===== src/design/spa_pkg.sv =====
// Shared types and constants for the stepper angle positioner.
// No dependencies; every other design file imports this package.
package spa_pkg;

   // Angle units: 1/16 degree, one revolution is 360 * 16.
   localparam int unsigned ANGLE_FULL   = 5760;
   localparam int unsigned ANGLE_W      = 14;
   // Fraction bits of the fixed-point angle to step scale factor.
   localparam int unsigned SCALE_FRAC   = 26;

   localparam int unsigned PERIOD_W     = 16;
   localparam int unsigned COIL_W       = 5;
   localparam int unsigned POS_OUT_W    = 8;

   // CSR map: register index is paddr[2].
   localparam int unsigned CSR_ADDR_W   = 3;
   localparam logic        CSR_STEP_PERIOD = 1'b0;
   localparam logic [PERIOD_W-1:0] STEP_PERIOD_RESET = 16'd5;

   localparam logic MODE_TARGET = 1'b0;
   localparam logic MODE_TICK   = 1'b1;

   typedef struct packed {
      logic advance;
      logic mode;
   } ctl_type;

   typedef struct packed {
      logic [COIL_W-1:0]    coil_pattern;
      logic                 stepped;
      logic                 moving;
      logic [POS_OUT_W-1:0] position;
   } res_type;

   // Full-step coil drive sequence.
   function automatic logic [COIL_W-1:0] coil_lookup(input logic [1:0] phase);
      logic [COIL_W-1:0] pat;
      case (phase)
         2'd0:    pat = 5'h18;
         2'd1:    pat = 5'h0A;
         2'd2:    pat = 5'h06;
         2'd3:    pat = 5'h14;
         default: pat = 5'h18;
      endcase
      return pat;
   endfunction

endpackage


===== src/design/spa_target.sv =====
// Angle to step-index conversion: reduce mod 360 degrees, scale, round.
// Depends on spa_pkg.
module spa_target
   import spa_pkg::*;
#(
   parameter int unsigned STEPS_PER_REVOLUTION = 200,
   localparam int unsigned PW = $clog2(STEPS_PER_REVOLUTION)
) (
   input  logic signed [ANGLE_W-1:0] angle,
   output logic [PW-1:0]             target
);

   localparam int unsigned R_W    = 13;
   localparam int unsigned PROD_W = R_W + SCALE_FRAC + 1;
   // ceil(S * 2^FRAC / 5760); the overshoot stays below one 1/5760 gap.
   localparam longint unsigned SCALE_L =
      ((longint'(STEPS_PER_REVOLUTION) << SCALE_FRAC) + longint'(ANGLE_FULL) - 1)
      / longint'(ANGLE_FULL);
   localparam logic [PROD_W-1:0] SCALE    = PROD_W'(SCALE_L);
   localparam logic [PROD_W-1:0] HALF_RND = PROD_W'(64'd1 << (SCALE_FRAC - 1));
   localparam logic signed [ANGLE_W:0] FULL_S  = (ANGLE_W+1)'(ANGLE_FULL);
   localparam logic signed [ANGLE_W:0] NFULL_S = -((ANGLE_W+1)'(ANGLE_FULL));
   localparam logic [PW:0] STEPS_W = (PW+1)'(STEPS_PER_REVOLUTION);

   logic signed [ANGLE_W:0] a_ext;
   logic signed [ANGLE_W:0] a_red;
   logic [R_W-1:0]          r;
   logic [PROD_W-1:0]       scaled;
   logic [PW:0]             idx;

   always_comb begin
      a_ext = {angle[ANGLE_W-1], angle};
      // 14-bit angles span less than three turns: at most two corrections.
      if (a_ext < NFULL_S) begin
         a_red = a_ext + FULL_S + FULL_S;
      end else if (a_ext < 0) begin
         a_red = a_ext + FULL_S;
      end else if (a_ext >= FULL_S) begin
         a_red = a_ext - FULL_S;
      end else begin
         a_red = a_ext;
      end
      r      = R_W'(a_red);
      scaled = PROD_W'(r) * SCALE + HALF_RND;
      idx    = (PW+1)'(scaled >> SCALE_FRAC);
      if (idx == STEPS_W) begin
         target = '0;
      end else begin
         target = PW'(idx);
      end
   end

endmodule


===== src/design/spa_core.sv =====
// Motor state (position, remaining steps, phase, tick count) and result register.
// Depends on spa_pkg.
module spa_core
   import spa_pkg::*;
#(
   parameter int unsigned STEPS_PER_REVOLUTION = 200,
   localparam int unsigned PW = $clog2(STEPS_PER_REVOLUTION)
) (
   input  logic                clock,
   input  logic                reset,
   input  ctl_type             ctl,
   input  logic [PW-1:0]       target,
   input  logic [PERIOD_W-1:0] step_period,
   output res_type             res
);

   localparam int unsigned DW = PW + 2;
   localparam logic signed [DW-1:0] REV_S   = DW'(STEPS_PER_REVOLUTION);
   localparam logic signed [DW-1:0] HALF_S  = DW'(STEPS_PER_REVOLUTION / 2);
   localparam logic signed [DW-1:0] NHALF_S = -(DW'(STEPS_PER_REVOLUTION / 2));
   localparam logic                 REV_EVEN = (STEPS_PER_REVOLUTION % 2) == 0;
   localparam logic [PW-1:0]        LAST_POS = PW'(STEPS_PER_REVOLUTION - 1);

   logic [PW-1:0]        pos_ff, pos_in;
   logic signed [PW:0]   rem_ff, rem_in;
   logic [1:0]           phase_ff, phase_in;
   logic [PERIOD_W-1:0]  tick_ff, tick_in;
   res_type              res_ff, res_in;

   logic signed [DW-1:0] delta, delta_adj;
   logic [PERIOD_W-1:0]  tick_inc;
   logic                 stepped;

   always_comb begin
      pos_in   = pos_ff;
      rem_in   = rem_ff;
      phase_in = phase_ff;
      tick_in  = tick_ff;
      stepped  = 1'b0;
      tick_inc = tick_ff + 1'b1;

      // Shortest way round; an exact half turn goes clockwise.
      delta = signed'({2'b00, target}) - signed'({2'b00, pos_ff});
      if (delta > HALF_S) begin
         delta_adj = delta - REV_S;
      end else if (delta < NHALF_S || (REV_EVEN && delta == NHALF_S)) begin
         delta_adj = delta + REV_S;
      end else begin
         delta_adj = delta;
      end

      if (ctl.mode == MODE_TARGET) begin
         rem_in  = (PW+1)'(delta_adj);
         tick_in = '0;
      end else if (rem_ff == 0) begin
         tick_in = '0;
      end else if (tick_inc < step_period) begin
         tick_in = tick_inc;
      end else begin
         tick_in = '0;
         stepped = 1'b1;
         if (rem_ff > 0) begin
            phase_in = phase_ff + 2'd1;
            pos_in   = (pos_ff == LAST_POS) ? '0 : pos_ff + 1'b1;
            rem_in   = rem_ff - 1'b1;
         end else begin
            phase_in = phase_ff - 2'd1;
            pos_in   = (pos_ff == '0) ? LAST_POS : pos_ff - 1'b1;
            rem_in   = rem_ff + 1'b1;
         end
      end

      res_in.coil_pattern = coil_lookup(phase_in);
      res_in.stepped      = stepped;
      res_in.moving       = (rem_in != 0);
      res_in.position     = POS_OUT_W'(pos_in);
   end

   always_ff @(posedge clock) begin
      if (reset) begin
         pos_ff   <= '0;
         rem_ff   <= '0;
         phase_ff <= '0;
         tick_ff  <= '0;
      end else if (ctl.advance) begin
         pos_ff   <= pos_in;
         rem_ff   <= rem_in;
         phase_ff <= phase_in;
         tick_ff  <= tick_in;
      end
   end

   always_ff @(posedge clock) begin
      if (ctl.advance) begin
         res_ff <= res_in;
      end
   end

   assign res = res_ff;

   // A target item never steps.
   a_target_no_step: assert property (@(posedge clock) disable iff (reset)
      ctl.advance && ctl.mode == MODE_TARGET |=> !res_ff.stepped)
      else $error("target item produced a step");

   // Idle tick: no step and the tick counter stays cleared.
   a_idle_tick: assert property (@(posedge clock) disable iff (reset)
      ctl.advance && ctl.mode == MODE_TICK && rem_ff == 0
      |=> !res_ff.stepped && tick_ff == '0)
      else $error("idle tick changed state");

   // Every step moves the phase.
   a_step_phase: assert property (@(posedge clock) disable iff (reset)
      ctl.advance && stepped |=> phase_ff != $past(phase_ff))
      else $error("step without phase change");

   // The moving flag tracks the remaining step count.
   a_moving: assert property (@(posedge clock) disable iff (reset)
      ctl.advance |=> res_ff.moving == (rem_ff != 0))
      else $error("moving flag out of step with remaining count");

endmodule


===== src/design/stepper_angle_positioner.sv =====
// Stepper angle positioner: an item passes from req transfer to rsp_valid
// through the input register, then state update and result register.
// Throughput: one item per cycle unless stalled; state update is the loop.
// A stalled result holds; the input register still takes one more item.
// Synchronous active-high reset clears position, phase, remaining steps,
// tick count and both valids, and sets step_period to 5.
module stepper_angle_positioner
   import spa_pkg::*;
#(
   parameter int unsigned STEPS_PER_REVOLUTION = 200
) (
   input  logic                     clock,
   input  logic                     reset,
   // item input
   input  logic                     req_valid,
   output logic                     req_ready,
   input  logic                     req_mode,
   input  logic signed [ANGLE_W-1:0] req_target_angle,
   // result output
   output logic                     rsp_valid,
   input  logic                     rsp_ready,
   output logic [COIL_W-1:0]        rsp_coil_pattern,
   output logic                     rsp_stepped,
   output logic                     rsp_moving,
   output logic [POS_OUT_W-1:0]     rsp_position,
   // APB-style register port
   input  logic                     psel,
   input  logic                     penable,
   input  logic                     pwrite,
   input  logic [CSR_ADDR_W-1:0]    paddr,
   input  logic [31:0]              pwdata,
   output logic [31:0]              prdata,
   output logic                     pready
);

   localparam int unsigned PW = $clog2(STEPS_PER_REVOLUTION);

   // input register
   logic                      in_valid_ff, in_valid_in;
   logic                      mode_ff;
   logic signed [ANGLE_W-1:0] angle_ff;

   logic                      rsp_valid_ff, rsp_valid_in;
   logic [PERIOD_W-1:0]       step_period_ff;

   ctl_type                   ctl;
   res_type                   res;
   logic [PW-1:0]             target;
   logic                      advance;
   logic                      csr_wr;

   // The held item moves into the result register whenever the result slot
   // is empty or is being taken this cycle.
   assign advance   = in_valid_ff && (!rsp_valid_ff || rsp_ready);
   assign req_ready = !in_valid_ff || advance;

   always_comb begin
      if (req_valid && req_ready) begin
         in_valid_in = 1'b1;
      end else if (advance) begin
         in_valid_in = 1'b0;
      end else begin
         in_valid_in = in_valid_ff;
      end

      if (advance) begin
         rsp_valid_in = 1'b1;
      end else if (rsp_ready) begin
         rsp_valid_in = 1'b0;
      end else begin
         rsp_valid_in = rsp_valid_ff;
      end
   end

   always_ff @(posedge clock) begin
      if (reset) begin
         in_valid_ff  <= 1'b0;
         rsp_valid_ff <= 1'b0;
      end else begin
         in_valid_ff  <= in_valid_in;
         rsp_valid_ff <= rsp_valid_in;
      end
   end

   // payload of the input register; no reset needed
   always_ff @(posedge clock) begin
      if (req_valid && req_ready) begin
         mode_ff  <= req_mode;
         angle_ff <= req_target_angle;
      end
   end

   // Register port: one register, step_period, at byte 0.
   assign csr_wr = psel && penable && pwrite && pready;
   assign pready = 1'b1;

   always_ff @(posedge clock) begin
      if (reset) begin
         step_period_ff <= STEP_PERIOD_RESET;
      end else if (csr_wr && paddr[2] == CSR_STEP_PERIOD) begin
         step_period_ff <= pwdata[PERIOD_W-1:0];
      end
   end

   always_comb begin
      if (paddr[2] == CSR_STEP_PERIOD) begin
         prdata = {16'd0, step_period_ff};
      end else begin
         prdata = '0;
      end
   end

   // angle to step index, straight from the input register
   spa_target #(
      .STEPS_PER_REVOLUTION(STEPS_PER_REVOLUTION)
   ) u_target (
      .angle  (angle_ff),
      .target (target)
   );

   assign ctl = '{advance: advance, mode: mode_ff};

   spa_core #(
      .STEPS_PER_REVOLUTION(STEPS_PER_REVOLUTION)
   ) u_core (
      .clock       (clock),
      .reset       (reset),
      .ctl         (ctl),
      .target      (target),
      .step_period (step_period_ff),
      .res         (res)
   );

   assign rsp_valid        = rsp_valid_ff;
   assign rsp_coil_pattern = res.coil_pattern;
   assign rsp_stepped      = res.stepped;
   assign rsp_moving       = res.moving;
   assign rsp_position     = res.position;

endmodule

===== config.mk =====
export PLATFORM = sky130hd
export DESIGN_NAME = stepper_angle_positioner
export DESIGN_NICKNAME = d
export VERILOG_FILES = /design/src/design/spa_pkg.sv /design/src/design/spa_target.sv /design/src/design/spa_core.sv /design/src/design/stepper_angle_positioner.sv
export SDC_FILE = /design/constraint.sdc
export NUM_CORES = 1
export LEC_CHECK = 0
export BUFFER_PORTS_ARGS = -buffer_cell sky130_fd_sc_hd__buf_4
export CORE_ASPECT_RATIO = 0.6
export CORE_MARGIN = 2
export CORE_UTILIZATION = 60
export DETAILED_ROUTE_END_ITERATION = 10
export GPL_TIMING_DRIVEN = 0
export PLACE_DENSITY = 0.86
export SYNTH_ARGS = -nofsm -noshare
export SYNTH_HDL_FRONTEND = slang
export SYNTH_SLANG_ARGS = --single-unit

===== constraint.sdc =====
create_clock -name clock -period 13 [get_ports clock]
set_input_delay 1.3 -clock clock [delete_from_list [all_inputs] [get_ports clock]]
set_output_delay 1.3 -clock clock [all_outputs]
set_load 0.02 [all_outputs]

# After elaboration in Yosys (flattened, before gate mapping)
# Cells that the tools add are included.
# totals
regBits,83
wordCells,90
out_inout_bits,50
input_bits,57
# classes
multipliers,1
n_reduce_logical,17
n_addsub,14
eq_ne,6
magnitude_cmp,7
bitwise,2
muxes,30
# ops
cell,count
16-bit 2-to-1 mux,4
8-bit 2-to-1 mux,7
9-bit 2-to-1 mux,6
13-bit 2-to-1 mux,3
"35-bit by 26-bit adder with 35-bit output, second input constant",1
"13-bit by 22-bit multiplier with 35-bit output, second input constant",1
32-bit zero test,1
32-bit nonzero test,1
"13-bit adder, second input constant",2
5-bit one-hot mux with 4 select lines,1
"9-bit by 8-bit equality test with 1-bit output, second input constant",2
"16-bit by 1-bit adder with 16-bit output, second input constant",1
16-bit less-than comparator,1
"14-bit >= comparator, second input constant",1
"14-bit by 1-bit less-than comparator with 1-bit output, second input constant",1
"14-bit less-than comparator, second input constant",1
"13-bit subtractor, second input constant",1
"9-bit by 1-bit adder with 9-bit output, second input constant",1
"9-bit adder, second input constant",1
"9-bit by 1-bit > comparator with 1-bit output, second input constant",1
"9-bit by 8-bit > comparator with 1-bit output, second input constant",1
"9-bit by 8-bit less-than comparator with 1-bit output, second input constant",1
8-bit by 8-bit subtractor with 9-bit output,1
"9-bit by 1-bit subtractor with 9-bit output, second input constant",1
18 further kinds,35

# Logic depth before layout (Yosys ltp)
# logic_depth
depth_word,15
depth_mapped,46
mapped_depth_nobuf,44

# Cells and area by module
# Synthesis repeated with hierarchy kept, for this count alone.
# hier_totals
hier_cells,1131
hier_area_um2,10117.2
# modules_own_cells
mod,cells_each,n_inst,area_per_inst_um2,seq_area_each_um2
spa_target,495,1,4503.1,0.0
spa_core,505,1,4102.7,1121.1
stepper_angle_positioner,131,1,1511.4,810.8

# Worst setup path before layout
# OpenSTA, ideal clock, no wires.
# synth_timing
path_type,register -> register
start,reg angle_ff[9]
end,reg u_core.res_ff (netlist bit u_core.res[8]) (data pin)
t_arrival_ns,10.235
stages_incl_launch_ff,41
t_required_ns,12.731
synth_period_minus_slack_ns,10.504
setup_ns,0.269
setup_slack_ns,2.496
path_buffers,3
path_cell_list,edfxtp_1 clkbuf_1 inv_1 ha_1 a21oi_1 and2_1 o21ai_0 or2_2 clkbuf_1 a211oi_1 mux2i_1 or2_2 fa_1 inv_1 ha_1 fa_1 inv_1 fa_1 (+5 left out) o41ai_1 o221ai_1 nor4b_1 a211o_2 or4b_1 a211o_1 o31a_1 ha_1 clkbuf_1 or4b_1 or3_1 a32oi_1 mux2_2 o31ai_1 nor2_1 a21oi_1 o2111ai_1 nand4bb_1
# synth_rtl
item,line_no,rtl
start: declaration,stepper_angle_positioner.sv:41,logic signed [ANGLE_W-1:0] angle_ff;
start signal: assignment,stepper_angle_positioner.sv:89,angle_ff <= req_target_angle;
end signal: assignment,spa_core.sv:95,res_ff <= res_in;
end: declaration,spa_core.sv:28,"res_type res_ff, res_in;"

==> results list <==
* Max-cap violations: 0
- Count of buffers added by post-CTS timing repair for setup: 0
* Count of pins on the block boundary: 107
- Syn Std Cell Area: 0.00980 sq mm
- Relative to the synthesized area, the layout overhead comes to 11.6%.
- The netlist uses 77 different library cells.
- The repair_antennas step left the layout with diodes totalling 0.
* Setup repair after global routing missed its margin: false
* Tot GR Track Use: 29.2%
* Shortest clock period the worst path allows after layout: 12.26 ns
- Static timing analysis puts the maximum clock frequency at 81.6 MHz.
* Hold bufs inserted after CTS: 0
- STA puts the critical path data required time at 13.21 ns.
- After detailed routing, the total wire length is 25,500 microns.
- By area the synthesized netlist is led by ha_1 21%, fa_1 13%, dfxtp_1 11%, edfxtp_1 8.9%, inv_1 5.6%.
* Max stage delay on crit path: 0.65 ns
* DRT iter0 DRCs: 893
* Total CTS buffers: 9
* Aggregate negative setup slack: 0 ns
* Die area: 0.0174 sq mm
- Fraction of the yosys area taken by sequential cells: 19.7%
* Data arrival time of the critical path: 12.47 ns
* Final hold violation count: 0
* Total of buffers placed on input and output ports: 69
- The min-delay analysis places its worst path in the category reg -> reg.
- Layout net count: 1,521
- Placed wire-length estimate after detailed placement: 20,700 microns
- The H-tree was split into 3 levels.
- TritonCTS built the clock tree.
- Slew of the pin with the lowest slew margin: 1.28 ns
* Via total after detailed routing: 8,713
* Maximum fanout along the worst path: 10
- Clock transition at the registers of the reported paths: 0.08 ns
- For this configuration, the core starts out at a cell density of 60.8%.
- Post-detailed-route wirelength per cell: 17.6 microns
* Mean area per synthesized cell: 8.61 sq um
- Measured along the x axis, the die boundary spans 169 microns.
- Worst path most repeated cell: inv_1
* Worst-path cell with the longest stage delay: fa_1
- The worst setup path is launched from a flip-flop.
- Worst setup startpoint: angle_ff[9]
- Setup CP Type: reg -> reg
- The top cell types in the final layout, fill and taps aside, are 167 x ha_1, 147 x inv_1, 98 x nand2_1, 87 x nor2_1, 87 x buf_4.
- Number of endpoints failing setup at the final stage: 0
- In this run the core area contains 36 standard-cell rows.
* Via count of the first global-routing pass: 8,002
- Flops & latches, synth: 82
* Main flop type after synthesis: dfxtp_1
* TritonRoute pass-1 iters: 7
- Endpoint type of the worst setup path: flip-flop
- Number of enable flip-flop cells after synthesis: 29
* Global route total overflow: 0
* Die Height: 103 microns
* Count of fill cells added during filler insertion: 1,278
- Initial antenna violation count: 0
- Entering global routing, the biggest net connects 24 pins.
* Routability congestion estimate: 0.988
- Longest Clk Path Bufs: 2
- The first global-routing pass estimated 40,100 microns of wire.
* Syn Inst Count: 1,138
* Worst-case register-to-register setup slack: 0.74 ns
* CTS root buf: clkbuf_16
- Result of the run: complete, no violations
- Max-slew violation count: 0
* Number of warnings printed during yosys synthesis: 0
- The post-route netlist has 10.3% of its cells at a drive strength greater than 1.
- Between clock sinks in the finished design, the worst skew comes to 0.0161 ns.
* Dominant cell type by area after synthesis: ha_1
- Most common cell after layout, fill and taps aside: ha_1
- The region available for standard cell placement spans 0.0161 sq mm.
* Clock Sink Count: 82
- In this run the critical register-to-register path is launched from angle_ff[9].
* Clock insertion delay at the later pin of the skew report: 0.35 ns
- The worst path uses 94.3% of the clock period.
- Yosys top cell area share: 21.3%
* Cts repair resizes: 0
* Worst hold start: step_period_ff[10]
- Counting flops with an async set or reset pin after synthesis yields a share of 0%.
- DR DRC count: 0
- Residual antenna-violating net count after detailed routing: 0
- Measured against its own limit, the worst slew margin works out to 13.6%.
* Number of vias per cell after detailed routing: 6.02
## kinds of logic after synthesis
family / after synthesis / share of synthesized area (%)
fa+ha+maj: 230 / 34.2
mux: 10 / 1.05
flops: 82 / 19.7
other cells: 2 / 0.0766
simple gates: 303 / 14.7
compound gates: 260 / 17.6
xor+xnor: 42 / 3.89
buf+inv: 209 / 8.72
## metal layers
layer,share of wire [%],routed length [microns],vias up,GRT usage (%)
li1,-,-,4125,-
met1,47,12000,4091,44.1
met2,40,10100,453,40.9
met3,13,3200,44,9.56
met4,0.97,248,0,4.40
met5,0,0,-,0
## flip-flops by register name, summed over array words and instances, names as in the netlist
name             flops
u_core.phase_ff      2
rsp_valid            1
angle_ff            14
u_core.rem_ff        9
u_core.res          14
u_core.tick_ff      16
in_valid_ff          1
u_core.pos_ff        8
step_period_ff      16
mode_ff              1
## cells in the mapped netlist, types with 4 or more instances
| cell type | instances |
|---|---|
| or3_1 | 6 |
| xor2_1 | 16 |
| inv_1 | 147 |
| a22oi_1 | 13 |
| nor2b_1 | 7 |
| a21o_1 | 8 |
| nand3_1 | 18 |
| o21bai_1 | 5 |
| and3_1 | 8 |
| o211a_1 | 8 |
| nand2_1 | 98 |
| clkbuf_1 | 39 |
| o21ai_0 | 47 |
| o211ai_1 | 10 |
| nor2_1 | 87 |
| o31a_1 | 5 |
| o31ai_1 | 7 |
| edfxtp_1 | 29 |
| ha_1 | 167 |
| o21a_1 | 8 |
| nand4_1 | 10 |
| mux2i_1 | 8 |
| or2_2 | 9 |
| dfxtp_1 | 53 |
| a21oi_1 | 80 |
| nand2b_1 | 4 |
| a211oi_1 | 12 |
| fa_1 | 63 |
| o22ai_1 | 4 |
| a31oi_1 | 9 |
| and2_1 | 10 |
| a221oi_1 | 4 |
| xnor2_1 | 25 |
| nor3_1 | 16 |
| buf_4 | 18 |
| nor4_1 | 7 |
## final cells by class
class | instances | area [sq um] | share of cell area [%]
plain buffers | 60 | 295 | 2.70
clock buffers | 9 | 225 | 2.06
clock inverters | 7 | 76.3 | 0.698
inverters | 149 | 559 | 5.11
multi-input cells | 863 | 7070 | 64.7
flip-flops and latches | 82 | 1930 | 17.7
well taps | 209 | 262 | 2.39
repair buffers | 69 | 518 | 4.73
## per-stage QoR
step	util (%)	std cells	worst slack (ns)	hold slack (ns)	cell area (sq um)
after floorplan	-	1154	2.50	0.436	9860
after global placement	66.0	1432	1.29	0.443	10600
after detailed placement	66.0	1432	1.00	0.447	10600
after CTS	67.9	1448	0.938	0.458	10900
after global routing	67.9	1448	0.0380	0.484	10900
final	67.9	1448	0.740	0.460	10900
## path summary, 6_finish.rpt
path                   endpoint  cells past startpoint
max               u_core.res[8]                     45
min reg2reg  step_period_ff[10]                      2
min          step_period_ff[10]                      2
max reg2reg       u_core.res[8]                     45
## worst max-delay path, delay by kind of cell (launching register included)
family | cells | cell delay [ns]
flip-flops | 1 | 0.39
adder cells (fa/ha/maj) | 10 | 3.92
AND/OR/NAND/NOR | 9 | 1.99
XOR/XNOR | 1 | 0.18
multiplexers | 2 | 0.58
AO/OA/AOI/OAI | 13 | 3.65
buffers and inverters | 10 | 1.41
Power is not shown: default switching activity piles up to over one toggle a cycle in this logic, so the estimate is an artifact.
